==> config.mk <==
export PLATFORM = sky130hd
export DESIGN_NAME = motor_command_frame_link
export DESIGN_NICKNAME = d
export VERILOG_FILES = /design/src/rtl/mcfl_pkg.sv /design/src/rtl/mcfl_frame_rx.sv /design/src/rtl/mcfl_reply_gen.sv /design/src/rtl/motor_command_frame_link.sv
export SDC_FILE = /design/constraint.sdc
export NUM_CORES = 1
export LEC_CHECK = 0
export BUFFER_PORTS_ARGS = -buffer_cell sky130_fd_sc_hd__buf_2
export CORE_ASPECT_RATIO = 1.4
export CORE_MARGIN = 5
export CORE_UTILIZATION = 50
export DETAILED_ROUTE_END_ITERATION = 10
export GPL_TIMING_DRIVEN = 0
export PLACE_DENSITY = 0.69
export SYNTH_ARGS = -nofsm -noshare
export SYNTH_HDL_FRONTEND = slang
export SYNTH_SLANG_ARGS = --single-unit
==> constraint.sdc <==
create_clock -name aclk -period 3.8 [get_ports aclk]
set_input_delay 0.76 -clock aclk [delete_from_list [all_inputs] [get_ports aclk]]
set_output_delay 0.76 -clock aclk [all_outputs]
set_load 0.01 [all_outputs]
==> src/rtl/mcfl_pkg.sv <==
// ----------------------------------------------------------------------------
// mcfl_pkg: shared types and constants for the motor command frame link
// ----------------------------------------------------------------------------
`timescale 1ns / 1ps

package mcfl_pkg;

    // frame geometry
    localparam int FrameLen = 6;
    localparam int PosW     = 3;

    // receive frame markers and command codes
    localparam logic [7:0] RX_HEAD  = 8'h43;
    localparam logic [7:0] RX_TAIL  = 8'h68;
    localparam logic [7:0] CMD_STOP = 8'h26;
    localparam logic [7:0] CMD_FWD  = 8'h82;
    localparam logic [7:0] CMD_REV  = 8'h83;

    // reply frame markers
    localparam logic [7:0] TX_HEAD  = 8'h65;
    localparam logic [7:0] TX_TAIL  = 8'h6E;
    localparam logic [7:0] REPLY_OK = 8'h01;

    // input word opcodes
    localparam logic OP_RX_BYTE = 1'b0;
    localparam logic OP_SEND    = 1'b1;

    // result word kinds
    localparam logic KIND_VERDICT = 1'b0;
    localparam logic KIND_REPLY   = 1'b1;

    // verdict status codes
    localparam logic [1:0] ST_FRAME_ERR = 2'd0;
    localparam logic [1:0] ST_ACCEPTED  = 2'd1;
    localparam logic [1:0] ST_UNKNOWN   = 2'd2;

    // verdict action codes
    localparam logic [1:0] ACT_NONE = 2'd0;
    localparam logic [1:0] ACT_STOP = 2'd1;
    localparam logic [1:0] ACT_FWD  = 2'd2;
    localparam logic [1:0] ACT_REV  = 2'd3;

    // reply byte positions
    localparam logic [PosW-1:0] IDX_HEAD  = 3'd0;
    localparam logic [PosW-1:0] IDX_OK    = 3'd1;
    localparam logic [PosW-1:0] IDX_HI    = 3'd2;
    localparam logic [PosW-1:0] IDX_LO    = 3'd3;
    localparam logic [PosW-1:0] IDX_SUM   = 3'd4;
    localparam logic [PosW-1:0] IDX_LAST  = 3'd5;

    typedef struct packed {
        logic       opcode;
        logic [7:0] rx_byte;
    } in_word_t;

    typedef struct packed {
        logic        kind;
        logic [1:0]  status;
        logic [1:0]  action;
        logic [15:0] step_count;
        logic [7:0]  tx_byte;
        logic        last;
    } out_word_t;

endpackage

==> src/rtl/mcfl_frame_rx.sv <==
// ----------------------------------------------------------------------------
// mcfl_frame_rx: receive byte collector and frame checker
// Stores the first five bytes of a frame, judges it on the sixth byte and
// keeps the step count of the last good frame.
// ----------------------------------------------------------------------------
`timescale 1ns / 1ps

module mcfl_frame_rx (
    input  logic                aclk,
    input  logic                aresetn,
    input  logic                byte_en,
    input  logic [7:0]          rx_byte,
    output logic                verdict_due,
    output mcfl_pkg::out_word_t verdict,
    output logic [15:0]         saved_count
);
    import mcfl_pkg::*;

    logic [7:0]      frame_mem [0:FrameLen-2];
    logic [PosW-1:0] pos_reg;
    logic [PosW-1:0] pos_next;
    logic [15:0]     step_reg;
    logic [15:0]     step_next;
    logic [7:0]      sum;
    logic [15:0]     count;
    logic            good;

    // sixth byte of a frame, also covers out-of-range positions
    assign verdict_due = (pos_reg >= PosW'(FrameLen - 1));

    // frame check on the stored bytes and the incoming tail byte
    always_comb begin
        sum   = frame_mem[1] + frame_mem[2] + frame_mem[3];
        count = {frame_mem[2], frame_mem[3]};
        good  = (frame_mem[0] == RX_HEAD) && (rx_byte == RX_TAIL) &&
                (frame_mem[4] == sum);
    end

    // verdict word
    always_comb begin
        verdict            = '0;
        verdict.kind       = KIND_VERDICT;
        verdict.last       = 1'b1;
        verdict.status     = ST_FRAME_ERR;
        verdict.action     = ACT_NONE;
        if (good) begin
            verdict.step_count = count;
            case (frame_mem[1])
                CMD_STOP: begin
                    verdict.status = ST_ACCEPTED;
                    verdict.action = ACT_STOP;
                end
                CMD_FWD: begin
                    verdict.status = ST_ACCEPTED;
                    verdict.action = ACT_FWD;
                end
                CMD_REV: begin
                    verdict.status = ST_ACCEPTED;
                    verdict.action = ACT_REV;
                end
                default: begin
                    verdict.status = ST_UNKNOWN;
                    verdict.action = ACT_NONE;
                end
            endcase
        end
    end

    // position and step count next values
    always_comb begin
        pos_next  = pos_reg;
        step_next = step_reg;
        if (byte_en) begin
            if (verdict_due) begin
                pos_next = '0;
                if (good) begin
                    step_next = count;
                end
            end else begin
                pos_next = pos_reg + PosW'(1);
            end
        end
    end

    always_ff @(posedge aclk) begin
        if (!aresetn) begin
            pos_reg  <= '0;
            step_reg <= '0;
        end else begin
            pos_reg  <= pos_next;
            step_reg <= step_next;
        end
    end

    // frame byte store
    always_ff @(posedge aclk) begin
        if (byte_en && !verdict_due) begin
            frame_mem[pos_reg] <= rx_byte;
        end
    end

    assign saved_count = step_reg;

endmodule

==> src/rtl/mcfl_reply_gen.sv <==
// ----------------------------------------------------------------------------
// mcfl_reply_gen: reply frame sequencer
// Steps through the six reply bytes, one per output load, holding off new
// words until the last byte is handed over.
// ----------------------------------------------------------------------------
`timescale 1ns / 1ps

module mcfl_reply_gen (
    input  logic                aclk,
    input  logic                aresetn,
    input  logic                start,
    input  logic                advance,
    input  logic [15:0]         saved_count,
    output logic                busy,
    output mcfl_pkg::out_word_t reply
);
    import mcfl_pkg::*;

    logic            active_reg;
    logic            active_next;
    logic [PosW-1:0] idx_reg;
    logic [PosW-1:0] idx_next;
    logic [PosW-1:0] idx;
    logic [7:0]      sum;

    // byte 0 goes out on the request itself
    assign idx  = active_reg ? idx_reg : IDX_HEAD;
    assign busy = active_reg;
    assign sum  = REPLY_OK + saved_count[15:8] + saved_count[7:0];

    // reply byte selection
    always_comb begin
        reply      = '0;
        reply.kind = KIND_REPLY;
        reply.last = (idx == IDX_LAST);
        case (idx)
            IDX_HEAD: reply.tx_byte = TX_HEAD;
            IDX_OK:   reply.tx_byte = REPLY_OK;
            IDX_HI:   reply.tx_byte = saved_count[15:8];
            IDX_LO:   reply.tx_byte = saved_count[7:0];
            IDX_SUM:  reply.tx_byte = sum;
            default:  reply.tx_byte = TX_TAIL;
        endcase
    end

    // sequencer next values
    always_comb begin
        active_next = active_reg;
        idx_next    = idx_reg;
        if (start) begin
            active_next = 1'b1;
            idx_next    = IDX_OK;
        end else if (active_reg && advance) begin
            idx_next = idx_reg + PosW'(1);
            if (idx_reg == IDX_LAST) begin
                active_next = 1'b0;
            end
        end
    end

    always_ff @(posedge aclk) begin
        if (!aresetn) begin
            active_reg <= 1'b0;
            idx_reg    <= IDX_HEAD;
        end else begin
            active_reg <= active_next;
            idx_reg    <= idx_next;
        end
    end

endmodule

==> src/rtl/motor_command_frame_link.sv <==
// ----------------------------------------------------------------------------
// motor_command_frame_link: six-byte command frame receiver and reply sender
// A verdict or the first reply byte is registered at accept, valid the next cycle.
// Throughput: one word per cycle when the output is free; a send request blocks
// input after its accept while bytes 1 to 5 load, which output stalls prolong.
// Reset: aresetn sync low; clears position, step count, sequencer, valid.
// ----------------------------------------------------------------------------
`timescale 1ns / 1ps

module motor_command_frame_link (
    input  logic                aclk,
    input  logic                aresetn,
    input  logic                s_valid,
    output logic                s_ready,
    input  mcfl_pkg::in_word_t  s_data,
    output logic                m_valid,
    input  logic                m_ready,
    output mcfl_pkg::out_word_t m_data
);
    import mcfl_pkg::*;

    logic        out_free;
    logic        accept;
    logic        byte_en;
    logic        send_start;
    logic        reply_more;
    logic        verdict_due;
    logic        load_verdict;
    logic        load_reply;
    logic        reply_busy;
    logic [15:0] saved_count;
    out_word_t   verdict;
    out_word_t   reply;
    logic        m_valid_reg;
    logic        m_valid_next;
    out_word_t   m_data_reg;
    out_word_t   m_data_next;

    // input handshake
    assign out_free   = !m_valid_reg || m_ready;
    assign s_ready    = !reply_busy && out_free;
    assign accept     = s_valid && s_ready;
    assign byte_en    = accept && (s_data.opcode == OP_RX_BYTE);
    assign send_start = accept && (s_data.opcode == OP_SEND);
    assign reply_more = reply_busy && out_free;

    mcfl_frame_rx u_frame_rx (
        .aclk        (aclk),
        .aresetn     (aresetn),
        .byte_en     (byte_en),
        .rx_byte     (s_data.rx_byte),
        .verdict_due (verdict_due),
        .verdict     (verdict),
        .saved_count (saved_count)
    );

    mcfl_reply_gen u_reply_gen (
        .aclk        (aclk),
        .aresetn     (aresetn),
        .start       (send_start),
        .advance     (out_free),
        .saved_count (saved_count),
        .busy        (reply_busy),
        .reply       (reply)
    );

    // output register load
    assign load_verdict = byte_en && verdict_due;
    assign load_reply   = send_start || reply_more;

    always_comb begin
        m_valid_next = m_valid_reg;
        m_data_next  = m_data_reg;
        if (load_verdict) begin
            m_valid_next = 1'b1;
            m_data_next  = verdict;
        end else if (load_reply) begin
            m_valid_next = 1'b1;
            m_data_next  = reply;
        end else if (m_ready) begin
            m_valid_next = 1'b0;
        end
    end

    always_ff @(posedge aclk) begin
        if (!aresetn) begin
            m_valid_reg <= 1'b0;
        end else begin
            m_valid_reg <= m_valid_next;
        end
    end

    always_ff @(posedge aclk) begin
        m_data_reg <= m_data_next;
    end

    assign m_valid = m_valid_reg;
    assign m_data  = m_data_reg;

endmodule
Yosys cells after proc, flatten, opt, wreduce, memory -nomap -nowiden
Memory sizes are Yosys's and may differ from the RTL's.
Cells that the tools add are included.
Widths: inputs -> output; s select.
{ "op_classes": {"add_sub_neg": 6, "magnitude_cmp": 1, "eq_ne": 12, "muxes": 17, "bitwise": 2, "reduce_logical": 22} }
{ "op_table": {"columns": ["operator", "n"], "rows": [
  ["$mux 29", 2],
  ["$pmux 8 s5", 1],
  ["$add 8x8->8", 3],
  ["$mux 20", 1],
  ["$eq 8x7->1 const B", 2],
  ["$eq 8x8->1 const B", 2],
  ["$pmux 4 s3", 1],
  ["$mux 1", 10],
  ["$eq 3x3->1 const B", 3],
  ["$logic_and 1x1->1", 9],
  ["$add 1x8->8 const A", 1],
  ["$eq 8x6->1 const B", 1],
  ["$eq 8x8->1", 1],
  ["$add 3x1->3 const B", 2],
  ["$eq 3x2->1 const B", 2],
  ["$mux 3", 2],
  ["$reduce_bool 2->1", 3],
  ["$eq 3x1->1 const B", 1],
  ["$ge 3x3->1 const B", 1],
  ["$logic_not 1->1", 3],
  ["$logic_not 3->1", 1],
  ["$reduce_and 3->1", 1],
  ["$reduce_bool 3->1", 1],
  ["$logic_or 1x1->1", 2],
  ["other kinds (3)", 4]
]} }
{ "totals": {"ff_bits": 54, "ram_bits": 40, "input_bits": 13, "out_inout_bits": 32, "mem_count": 1} }
{ "memory_table": {"columns": ["memory", "words", "word_bits", "rd", "rd_clocked_by_memory_dff", "write_ports", "line", "text"], "rows": [
  ["u_frame_rx.frame_mem", 5, 8, 5, 0, 1, "mcfl_frame_rx.sv:19", "logic [7:0] frame_mem [0:FrameLen-2];"]
]} }

Longest topological paths before layout
Gate-level depths: netlist (run 1).
{ "logic_depth": {"ltp_word": 8, "depth_mapped": 13} }

Modules after synthesis
Synthesis (run 1) repeated with hierarchy kept, for this count alone.
{ "hier_totals": {"hier_cells": 437, "area_unflattened_um2": 5162.5} }
{ "modules_own_cells": {"columns": ["module", "instances", "cells_per_inst", "area_per_inst_um2", "seq_area_each_um2"], "rows": [
  ["mcfl_frame_rx", 1, 240, 2886.5, 1581.5],
  ["motor_command_frame_link", 1, 75, 1390.1, 920.9],
  ["mcfl_reply_gen", 1, 122, 885.8, 80.1]
]} }

Least setup slack after synthesis (run 1)
No wires, ideal clock.
{ "synth_path": {"path_kind": "reg2reg", "startpoint": "memory u_frame_rx.frame_mem[3][1]", "endpoint": "register u_frame_rx.step_reg[10] (netlist: u_frame_rx.saved_count[10])", "setup_ns": 0.072, "t_arrival_ns": 2.829, "t_required_ns": 3.728, "setup_slack_ns": 0.900, "path_stages_with_launch": 12, "n_path_buf": 2, "period_less_slack_ns": 2.900, "cell_sequence": "edfxtp_1 -> fa_1 -> ha_1 -> fa_1 -> xor2_1 -> xnor2_1 -> nand4b_4 -> nor3b_2 -> and3_1 -> buf_6 -> buf_12 -> mux2i_1"} }
{ "synth_lines": {"columns": ["item", "line", "text"], "rows": [
  ["from (decl)", "mcfl_frame_rx.sv:19", null],
  ["to (signal assigned)", "mcfl_frame_rx.sv:91", "step_reg <= step_next;"],
  ["to (decl)", "mcfl_frame_rx.sv:22", "logic [15:0] step_reg;"]
]} }

==> metrics.cfg, run 1 <==
[route]
wl_per_cell_um=16.8
vias=3061
drt_iter0_drc=133
vias_per_cell=5.47
drtAntennaViolNets=0
routed_wl_um=9380
remaining_drc_errors=0
drt_pass1_iterations=4

[logic_synthesis]
netlist_instances=393
syn_area_mm2=0.00458
synth-edff-count=60
yosysWarnings=0
ys_seq_area_frac=0.542
ys.flop_type=edfxtp_1
yosys.area.top_type_share=0.393
syn_area_per_cell_um2=11.7
synth_cell_types=57
synth_area_leader_cell=edfxtp_1
syn-num-nets=432
async_flop_share=0
synth_seq_cells=94
synthTopCellsByArea=edfxtp_1, dfxtp_1, mux2i_1

[placement]
dp.cells=544
port_buffers=43
dp.final_hpwl_um=7300
placed_cell_area_mm2=0.00495
routabilityCongestion=0.885

[timing]
finalMaxSlewViolations=0
fin_setup_tns_ns=0
finalHoldViolCount=0
tightest_slew_ns=0.887
whs_ns=0.451
skew_ns=0.00832
finalCritPeriodShare=0.859
relSlewSlack=0.404
finalWorstPathRequiredPeriod_ns=3.27
rsz0062_at_grt=no
timing.fmax_mhz=306
setup_viol=0

[run]
drv_cap=0

[setup_path]
path_max_fanout=10
critPathKind=flip-flop to flip-flop
start_kind=flip-flop
crit_chain=fa_1, ha_1, fa_1, a21o_1, a21oi_1, o21ai_1, xnor2_1, and4bb_1, clkbuf_1, and2_1
cp.required_ns=4.01
worstPathArrival_ns=3.47
critical_path.most_common_cell=fa_1
critical_path.slowest_cell=fa_1
slowest_delay_ns=0.50
crit_path_end_kind=flip-flop

[cts]
cts_sinks=94
cts_buffer_depth=2
cts_hold_buf=0
cts.htree.levels=3
cts_tree=yes
cts_buffers=9
postCtsSetupBuffers=0
cts_root_buf=clkbuf_16
path_clk_slew_ns=0.07
clock_latency_ns=0.35
cts_resized=0

[final_layout]
num_antenna_cells=0
final_util=0.585
area_growth_pct=14.6
drive_gt1_frac=0.163
instances_no_fill=560
fill_cells=735
fin_nets=487
largest_register_ffs=40
stdcell_area_mm2=0.00525

[grt]
grt_overflow=0
grt_pass1_wl_um=15400
grt_usage=0.179
grt_max_degree=21
antenna_found_initial=0
grt_pass1_vias=3086

[power]
p_int_mw=1.67
sequentialPowerShare=0.525
ir_drop_uv=289
p_sw_mw=0.507
swShare=0.233
combPwrFrac=0.075
pwr_density_cell_mw_per_mm2=415
clockPowerShare=0.400
p_leak_nw=1.97

[floorplanning]
fp.dieH_um=123
dieArea_mm2=0.0112
core_mm2=0.00898
row_count=41
die_w_um=90.9
io_pins=45
start_util=0.510

[status]
outcome=complete, no violations

[min_path]
hold_class=flip-flop to flip-flop

## layout make-up
type	count	area, um^2	share of cell area
sequential	94	2480	0.473
inverter	18	67.6	0.0129
clock buffer	11	254	0.0484
tap	107	134	0.0255
multi-input combinational	268	1970	0.376
buffer	13	75.1	0.0143
timing repair buffer	44	223	0.0424
clock inverter	5	40.0	0.00763
## worst max-delay path: cells and delay by family, from the launching register on
family	cells	cell delay (ns)
flip-flops	1	0.44
buffers and inverters	1	0.36
XOR/XNOR	1	0.18
AND/OR/NAND/NOR	2	0.45
adder cells (fa/ha/maj)	3	1.17
AO/OA/AOI/OAI	3	0.55
## placed cells by master, fill, tap and decap left out, drive strengths merged, types with 2 or more instances in the layout
cell type / synthesis / routed
a21boi: 2 / 2
a21o: 4 / 4
a21oi: 15 / 15
a221oi: 2 / 2
a311oi: 2 / 2
a31oi: 2 / 2
and2: 19 / 19
and3: 3 / 3
buf: 5 / 49
clkbuf: 8 / 19
clkinv: 1 / 2
clkinvlp: 0 / 3
dfxtp: 34 / 34
edfxtp: 60 / 60
fa: 9 / 9
ha: 17 / 17
inv: 17 / 18
mux2i: 22 / 22
nand2: 48 / 48
nand3: 7 / 7
nand4: 3 / 3
nand4b: 2 / 2
nor2: 20 / 20
nor2b: 4 / 4
nor3: 9 / 9
nor3b: 4 / 4
nor4: 3 / 3
nor4b: 6 / 6
nor4bb: 3 / 3
o211ai: 2 / 2
o21a: 6 / 6
o21ai: 19 / 19
or3: 3 / 3
xnor2: 14 / 14
xor2: 5 / 5
## cells in the mapped netlist, drive strengths merged, types with 2 or more instances
cell,n
nor4,3
a21boi,2
buf,5
nand4,3
and2,19
clkbuf,8
o21a,6
dfxtp,34
nor4b,6
nand2,48
nor3,9
ha,17
edfxtp,60
nor2,20
or3,3
and3,3
nand4b,2
xor2,5
mux2i,22
nor3b,4
o211ai,2
a21oi,15
nor2b,4
nand3,7
a221oi,2
xnor2,14
o21ai,19
nor4bb,3
a21o,4
a311oi,2
fa,9
inv,17
a31oi,2
## path summary, 6_finish.rpt
check,from,to,slack [ns],depth (start not counted)
setup / recovery,u_frame_rx.frame_mem[3][1],m_data[17],0.53,10
hold / removal,m_data[1],m_data[1],0.45,2
setup reg to reg,u_frame_rx.frame_mem[3][1],m_data[17],0.53,10
hold reg to reg,m_data[1],m_data[1],0.45,2
## per-layer routing
layer | up-vias | track usage | wire length (um)
li1 | 1518 | - | -
met1 | 1459 | 0.197 | 3660
met2 | 62 | 0.325 | 5100
met3 | 22 | 0.0432 | 328
met4 | 0 | 0.0835 | 289
met5 | - | 0 | 0
## cells by family after synthesis
family          after synthesis  share of synthesized area
fa+ha+maj                    26                     0.0858
simple gates                142                      0.175
compound gates               59                     0.0812
flops                        94                      0.542
xor+xnor                     19                     0.0363
buf+inv                      31                     0.0311
mux                          22                     0.0481
## metrics by stage
step                      power [mW]  setup WS (ns)
final                           2.18          0.534
after global routing            2.27          0.354
after CTS                       2.20          0.539
after detailed placement        1.33          0.556
after global placement          1.32          0.586
after floorplan                 1.26          0.900
## power groups by stage
| stage | clock network, mW | registers (mW) | logic, mW |
|---|---|---|---|
| 2_1_floorplan | 0 | 1.18 | 0.0820 |
| 3_3_place_gp | 0 | 1.16 | 0.160 |
| 3_5_place_dp | 0 | 1.17 | 0.164 |
| 4_1_cts | 0.887 | 1.14 | 0.165 |
| 5_1_grt | 0.938 | 1.15 | 0.181 |
| 6_report | 0.872 | 1.14 | 0.162 |
Power figures use the tool's default switching activity.
==> inputs of run 2 (changes only) <==
--- a/config.mk
+++ b/config.mk
@@ -12,6 +12,7 @@
 export DETAILED_ROUTE_END_ITERATION = 10
 export GPL_TIMING_DRIVEN = 0
 export PLACE_DENSITY = 0.69
+export REMOVE_ABC_BUFFERS = 1
 export SYNTH_ARGS = -nofsm -noshare
 export SYNTH_HDL_FRONTEND = slang
 export SYNTH_SLANG_ARGS = --single-unit
==> run 2 against run 1 <==
  * Power is 4.3% higher
  * Maximum frequency is 6.9% lower
  * Critical path type unchanged
  * Flip-flop and latch count stayed put
  * Clock-buffer cell count is 2 lower
  * Utilization is 0.39 points lower
  * Die area stayed put
  * First-iteration DRC count is 24% lower
==> metrics.cfg, run 2 (synthesized netlist as in run 1, its figures left out) <==
[status]
outcome=complete, no violations

[route]
drt_iter0_drc=101  ; -24%
drt_pass1_iterations=4  ; unchanged
vias=3017  ; -1.4%
drtAntennaViolNets=0  ; unchanged
remaining_drc_errors=0  ; unchanged
wl_per_cell_um=16.0  ; -4.8%
routed_wl_um=8750  ; -6.8%
vias_per_cell=5.51  ; +0.72%

[final_layout]
largest_register_ffs=40  ; unchanged
stdcell_area_mm2=0.00521  ; -0.67%
fill_cells=726  ; -1.2%
final_common_cell=edfxtp_1
final_util=0.581  ; -0.00390
area_growth_pct=13.9
fin_nets=475  ; -2.5%
num_antenna_cells=0  ; unchanged
drive_gt1_frac=0.163  ; about the same
mostFrequentLayoutCells=edfxtp_1, nand2_1, buf_2, dfxtp_1, mux2i_1

[power]
pwr_density_cell_mw_per_mm2=436  ; +5.0%
p_leak_nw=1.97  ; -0.18%
p_sw_mw=0.505  ; -0.49%
swShare=0.222  ; -0.0107
sequentialPowerShare=0.507  ; -0.018
ir_drop_uv=377  ; +31%
power_mw=2.27  ; +4.3%
p_int_mw=1.77  ; +5.8%
clockPowerShare=0.428  ; +0.028
combPwrFrac=0.065  ; -0.010

[placement]
port_buffers=44  ; +2.3%
placed_cell_area_mm2=0.00488  ; -1.4%
pre_cts_slack_ns=0.272  ; -0.284 ns
dp.final_hpwl_um=6680  ; -8.4%
routabilityCongestion=0.790  ; -11%

[timing]
finalWorstPathRequiredPeriod_ns=3.51  ; +0.242 ns
relSlewSlack=0.337  ; -0.0670
finalCritPeriodShare=0.923  ; +0.0636
setup_viol=0  ; unchanged
finalMaxSlewViolations=0  ; unchanged
skew_ns=0.00629  ; -0.00203 ns
tightest_slew_ns=0.986  ; +0.0997 ns
rsz0062_at_grt=no
finalHoldViolCount=0  ; unchanged
timing.fmax_mhz=285  ; -6.9%
fin_setup_tns_ns=0  ; unchanged
layout_setup_ws_ns=0.293  ; -0.242 ns

[setup_path]
critical_path.most_common_cell=fa_1
path_max_fanout=16  ; +6
crit_start=u_frame_rx.frame_mem[3][1]
crit_end=u_frame_rx.saved_count[2]
slowest_delay_ns=0.79  ; +0.29 ns
crit_path_end_kind=flip-flop
cp.required_ns=4.07  ; +0.06 ns
reg2reg_depth=9  ; -1
crit_chain=fa_1, ha_1, fa_1, xor2_1, xnor2_1, nand4b_4, nor3b_2, and3_1, mux2i_1
worst-path-stages=9  ; -1
cp_num_buf_inv=0  ; -1
rrSetupSlack_ns=0.29  ; -0.24 ns
critical_path.slowest_cell=and3_1
rr_endpoint=u_frame_rx.saved_count[2]
worstPathArrival_ns=3.77  ; +0.30 ns
critPathKind=flip-flop to flip-flop
start_kind=flip-flop
rr_startpoint=u_frame_rx.frame_mem[3][1]
critPathTopFamily=adder cells

[floorplanning]
core_mm2=0.00898  ; unchanged
start_util=0.510  ; unchanged
dieArea_mm2=0.0112  ; unchanged
io_pins=45  ; unchanged
row_count=41  ; unchanged
die_w_um=90.9  ; unchanged
fp.dieH_um=123  ; unchanged

[grt]
grt_max_degree=35  ; +67%
grt_overflow=0  ; unchanged
grt_pass1_wl_um=14700  ; -4.3%
grt_pass1_vias=3071  ; -0.49%
antenna_found_initial=0  ; unchanged
grt_usage=0.168  ; -0.0106

[cts]
cts.htree.levels=3  ; unchanged
cts_resized=0  ; unchanged
path_clk_slew_ns=0.06  ; about the same
cts_buffers=9  ; unchanged
cts_sinks=94  ; unchanged
cts_tree=yes
cts_root_buf=clkbuf_16
cts_buffer_depth=2  ; unchanged
postCtsSetupBuffers=0  ; unchanged
clock_latency_ns=0.34  ; about the same
cts_hold_buf=0  ; unchanged

[run]
drv_cap=0  ; unchanged

[min_path]
hold_class=flip-flop to flip-flop
min_from=m_data[1]

[run 2: cell count changes in the layout (fill, tap and decap cells not counted), moves of 2 or more]
| cell | before | now |
|---|---|---|
| bufinv_16 | 0 | 2 |
| clkbuf_1 | 9 | 0 |
| clkinvlp_4 | 3 | 0 |
| inv_6 | 1 | 3 |
[run 2: worst min-delay path by stage]
stage | end | slack (ns) | cells past startpoint
after floorplan | u_frame_rx.saved_count[8] | 0.43 | 2
after global placement | m_data[1] | 0.43 | 2
after detailed placement | m_data[1] | 0.44 | 2
after CTS | m_data[1] | 0.46 | 2
after global routing | m_data[1] | 0.46 | 2
final | m_data[1] | 0.45 | 2
[run 2: worst register-to-register path, stage by stage (launching register included)]
cell      delay, ns
edfxtp_1       0.43
fa_1           0.49
ha_1           0.24
fa_1           0.40
xor2_1         0.18
xnor2_1        0.31
nand4b_4       0.14
nor3b_2        0.18
and3_1         0.79
mux2i_1        0.27
[run 2: power groups by stage]
stage          Sequential [mW]  Combinational (mW)  Clock [mW]
3_5_place_dp              1.17               0.150           0
4_1_cts                   1.15               0.151       0.989
2_1_floorplan             1.18              0.0695           0
5_1_grt                   1.15               0.165        1.04
3_3_place_gp              1.17               0.147           0
6_report                  1.15               0.148       0.973
[run 2: final cells by class]
cell class                 count  area (um^2)  area share
inverter                      18         67.6      0.0130
multi-input combinational    268         1970       0.378
clock inverter                 7          104      0.0199
tap                          107          134      0.0257
timing repair buffer          45          228      0.0437
clock buffer                   9          225      0.0432
sequential                    94         2480       0.476
[run 2: routing by layer]
metal  GRT usage  wire length, um
met5           0                0
met4      0.0835              276
met3      0.0371              355
met2       0.306             4620
met1       0.185             3500
[run 2: through the flow]
stage                     cells  hold WS [ns]
final                       548         0.454
after global routing        548         0.465
after CTS                   548         0.458
after detailed placement    532         0.443
after global placement      531         0.433
after floorplan             380         0.435
==> inputs of run 3 (changes only) <==
--- a/config.mk
+++ b/config.mk
@@ -11,7 +11,7 @@
 export CORE_UTILIZATION = 50
 export DETAILED_ROUTE_END_ITERATION = 10
 export GPL_TIMING_DRIVEN = 0
-export PLACE_DENSITY = 0.69
+export PLACE_DENSITY = 0.72
 export REMOVE_ABC_BUFFERS = 1
 export SYNTH_ARGS = -nofsm -noshare
 export SYNTH_HDL_FRONTEND = slang
==> constraint.sdc (replaced) <==
create_clock -name aclk -period 3.1 [get_ports aclk]
set_input_delay 0.62 -clock aclk [delete_from_list [all_inputs] [get_ports aclk]]
set_output_delay 0.62 -clock aclk [all_outputs]
set_load 0.01 [all_outputs]
==> run 3 against run 2 <==
  * Combinational power increased by 25%
  * Die area unchanged
  * Clock-buffer cell count unchanged
  * Flip-flop and latch count unchanged
  * First-iteration DRC count increased by 50%
  * Clock power increased by 13%
  * Critical endpoint is now u_frame_rx.saved_count[15]
==> metrics.cfg, run 3 (synthesized netlist as in run 1, its figures left out) <==
[status]
outcome=complete, no violations

[cts]
cts_hold_buf=0  ; unchanged
cts_tree=yes
cts_root_buf=clkbuf_16
cts.htree.levels=3  ; unchanged
path_clk_slew_ns=0.07  ; about the same
clock_latency_ns=0.34  ; about the same
cts_sinks=94  ; unchanged
cts_buffer_depth=2  ; unchanged
cts_buffers=9  ; unchanged

[route]
remaining_drc_errors=0  ; unchanged
routed_wl_um=9020  ; +3.2%
drt_iter0_drc=151  ; +50%
drt_pass1_iterations=4  ; unchanged
drtAntennaViolNets=0  ; unchanged
vias=3055  ; +1.3%
vias_per_cell=5.50  ; about the same
wl_per_cell_um=16.3  ; +1.9%

[grt]
grt_pass1_wl_um=14600  ; -1.0%
grt_max_degree=35  ; unchanged
grt_overflow=0  ; unchanged
grt_usage=0.168  ; -0.000740
antenna_found_initial=0  ; unchanged
grt_pass1_vias=3005  ; -2.1%

[timing]
layout_setup_ws_ns=0.0624  ; -0.230 ns
finalCritPeriodShare=0.980  ; +0.0569
whs_ns=0.454  ; -0.000142 ns
tightest_slew_ns=0.950  ; -0.0363 ns
skew_ns=0.00889  ; +0.00260 ns
timing.fmax_mhz=329  ; +15%
relSlewSlack=0.361  ; +0.0244
setup_viol=0  ; unchanged
rsz0062_at_grt=yes
finalHoldViolCount=0  ; unchanged
finalWorstPathRequiredPeriod_ns=3.04  ; -0.470 ns
finalMaxSlewViolations=0  ; unchanged

[final_layout]
final_util=0.594  ; +0.0132
final_common_cell=edfxtp_1
mostFrequentLayoutCells=edfxtp_1, nand2_1, buf_2, dfxtp_1, mux2i_1
drive_gt1_frac=0.194  ; +0.0309
largest_register_ffs=40  ; unchanged
fin_nets=482  ; +1.5%
area_growth_pct=16.4
num_antenna_cells=0  ; unchanged

[setup_path]
critPathKind=flip-flop to flip-flop
start_kind=flip-flop
crit_path_end_kind=flip-flop
path_max_fanout=6  ; -10
worstPathArrival_ns=3.30  ; -0.47 ns
cp.required_ns=3.36  ; -0.71 ns

[floorplanning]
start_util=0.510  ; unchanged
die_w_um=90.9  ; unchanged
dieArea_mm2=0.0112  ; unchanged
row_count=41  ; unchanged
io_pins=45  ; unchanged
fp.dieH_um=123  ; unchanged
core_mm2=0.00898  ; unchanged

[power]
ir_drop_uv=295  ; -22%
clockPowerShare=0.409  ; -0.019
swShare=0.228  ; +0.00559
p_sw_mw=0.615  ; +22%
combPwrFrac=0.069  ; +0.004
p_int_mw=2.08  ; +18%
sequentialPowerShare=0.522  ; +0.015
pwr_density_cell_mw_per_mm2=506  ; +16%
p_leak_nw=2.00  ; +1.5%

[placement]
port_buffers=44  ; unchanged
pre_cts_slack_ns=-0.412  ; -0.683 ns
routabilityCongestion=0.811  ; +2.7%
dp.final_hpwl_um=6530  ; -2.2%

[run]
drv_cap=0  ; unchanged

[min_path]
hold_class=flip-flop to flip-flop

==> run 3: worst max-delay path, stage by stage (launching register included) <==
cell      delay, ns
edfxtp_1       0.42
fa_1           0.56
ha_2           0.19
fa_2           0.44
xor2_1         0.19
nor3_4         0.24
nand4b_4       0.11
nor3b_2        0.20
and3_4         0.27
buf_12         0.13
mux2i_1        0.20
==> run 3: cell type report <==
cell class	count	area (um^2)
timing repair buffer	51	315
fill	725	3640
sequential	94	2480
multi-input combinational	269	2030
clock inverter	7	78.8
inverter	18	67.6
tap	107	134
clock buffer	9	225
==> run 3: final timing paths <==
kind,startpoint,end,slack (ns),cells after the start
max,u_frame_rx.frame_mem[2][1],u_frame_rx.saved_count[15],0.06,10
min,m_data[1],m_data[1],0.45,2
max reg2reg,u_frame_rx.frame_mem[2][1],u_frame_rx.saved_count[15],0.06,10
min reg2reg,m_data[1],m_data[1],0.45,2
==> run 3: metrics by stage <==
| step | area, um^2 | std cells | TNS, ns | power (mW) |
|---|---|---|---|---|
| detailed placement | 4880 | 532 | -10.21 | 1.62 |
| floorplan | 4500 | 380 | -1.41 | 1.54 |
| global placement | 4860 | 531 | -8.22 | 1.61 |
| global route | 5330 | 555 | -0.126 | 2.82 |
| finish | 5330 | 555 | 0 | 2.70 |
| CTS | 5240 | 550 | 0 | 2.72 |
==> run 3: power groups by stage <==
stage / sequential [mW] / combinational [mW] / clock, mW
6_report: 1.41 / 0.185 / 1.10
5_1_grt: 1.42 / 0.208 / 1.19
4_1_cts: 1.41 / 0.186 / 1.13
3_5_place_dp: 1.44 / 0.184 / 0
3_3_place_gp: 1.43 / 0.179 / 0
2_1_floorplan: 1.45 / 0.0851 / 0
==> run 3: layer usage <==
| layer | global-route usage | share of wire |
|---|---|---|
| met2 | 0.304 | 0.54 |
| met1 | 0.182 | 0.38 |
| met5 | 0 | 0 |
| met4 | 0.0853 | 0.033 |
| met3 | 0.0396 | 0.045 |
==> run 3: repair_timing <==
| item | 4_1_cts | 5_1_grt |
|---|---|---|
| gates resized for setup | 5 | 6 |
| pin swaps | 1 | 7 |
| hold endpoints to repair | 0 | 0 |
| endpoints found under the setup margin | 36 | 36 |
| buffers inserted | 2 | 3 |
| gates cloned | 0 | 2 |
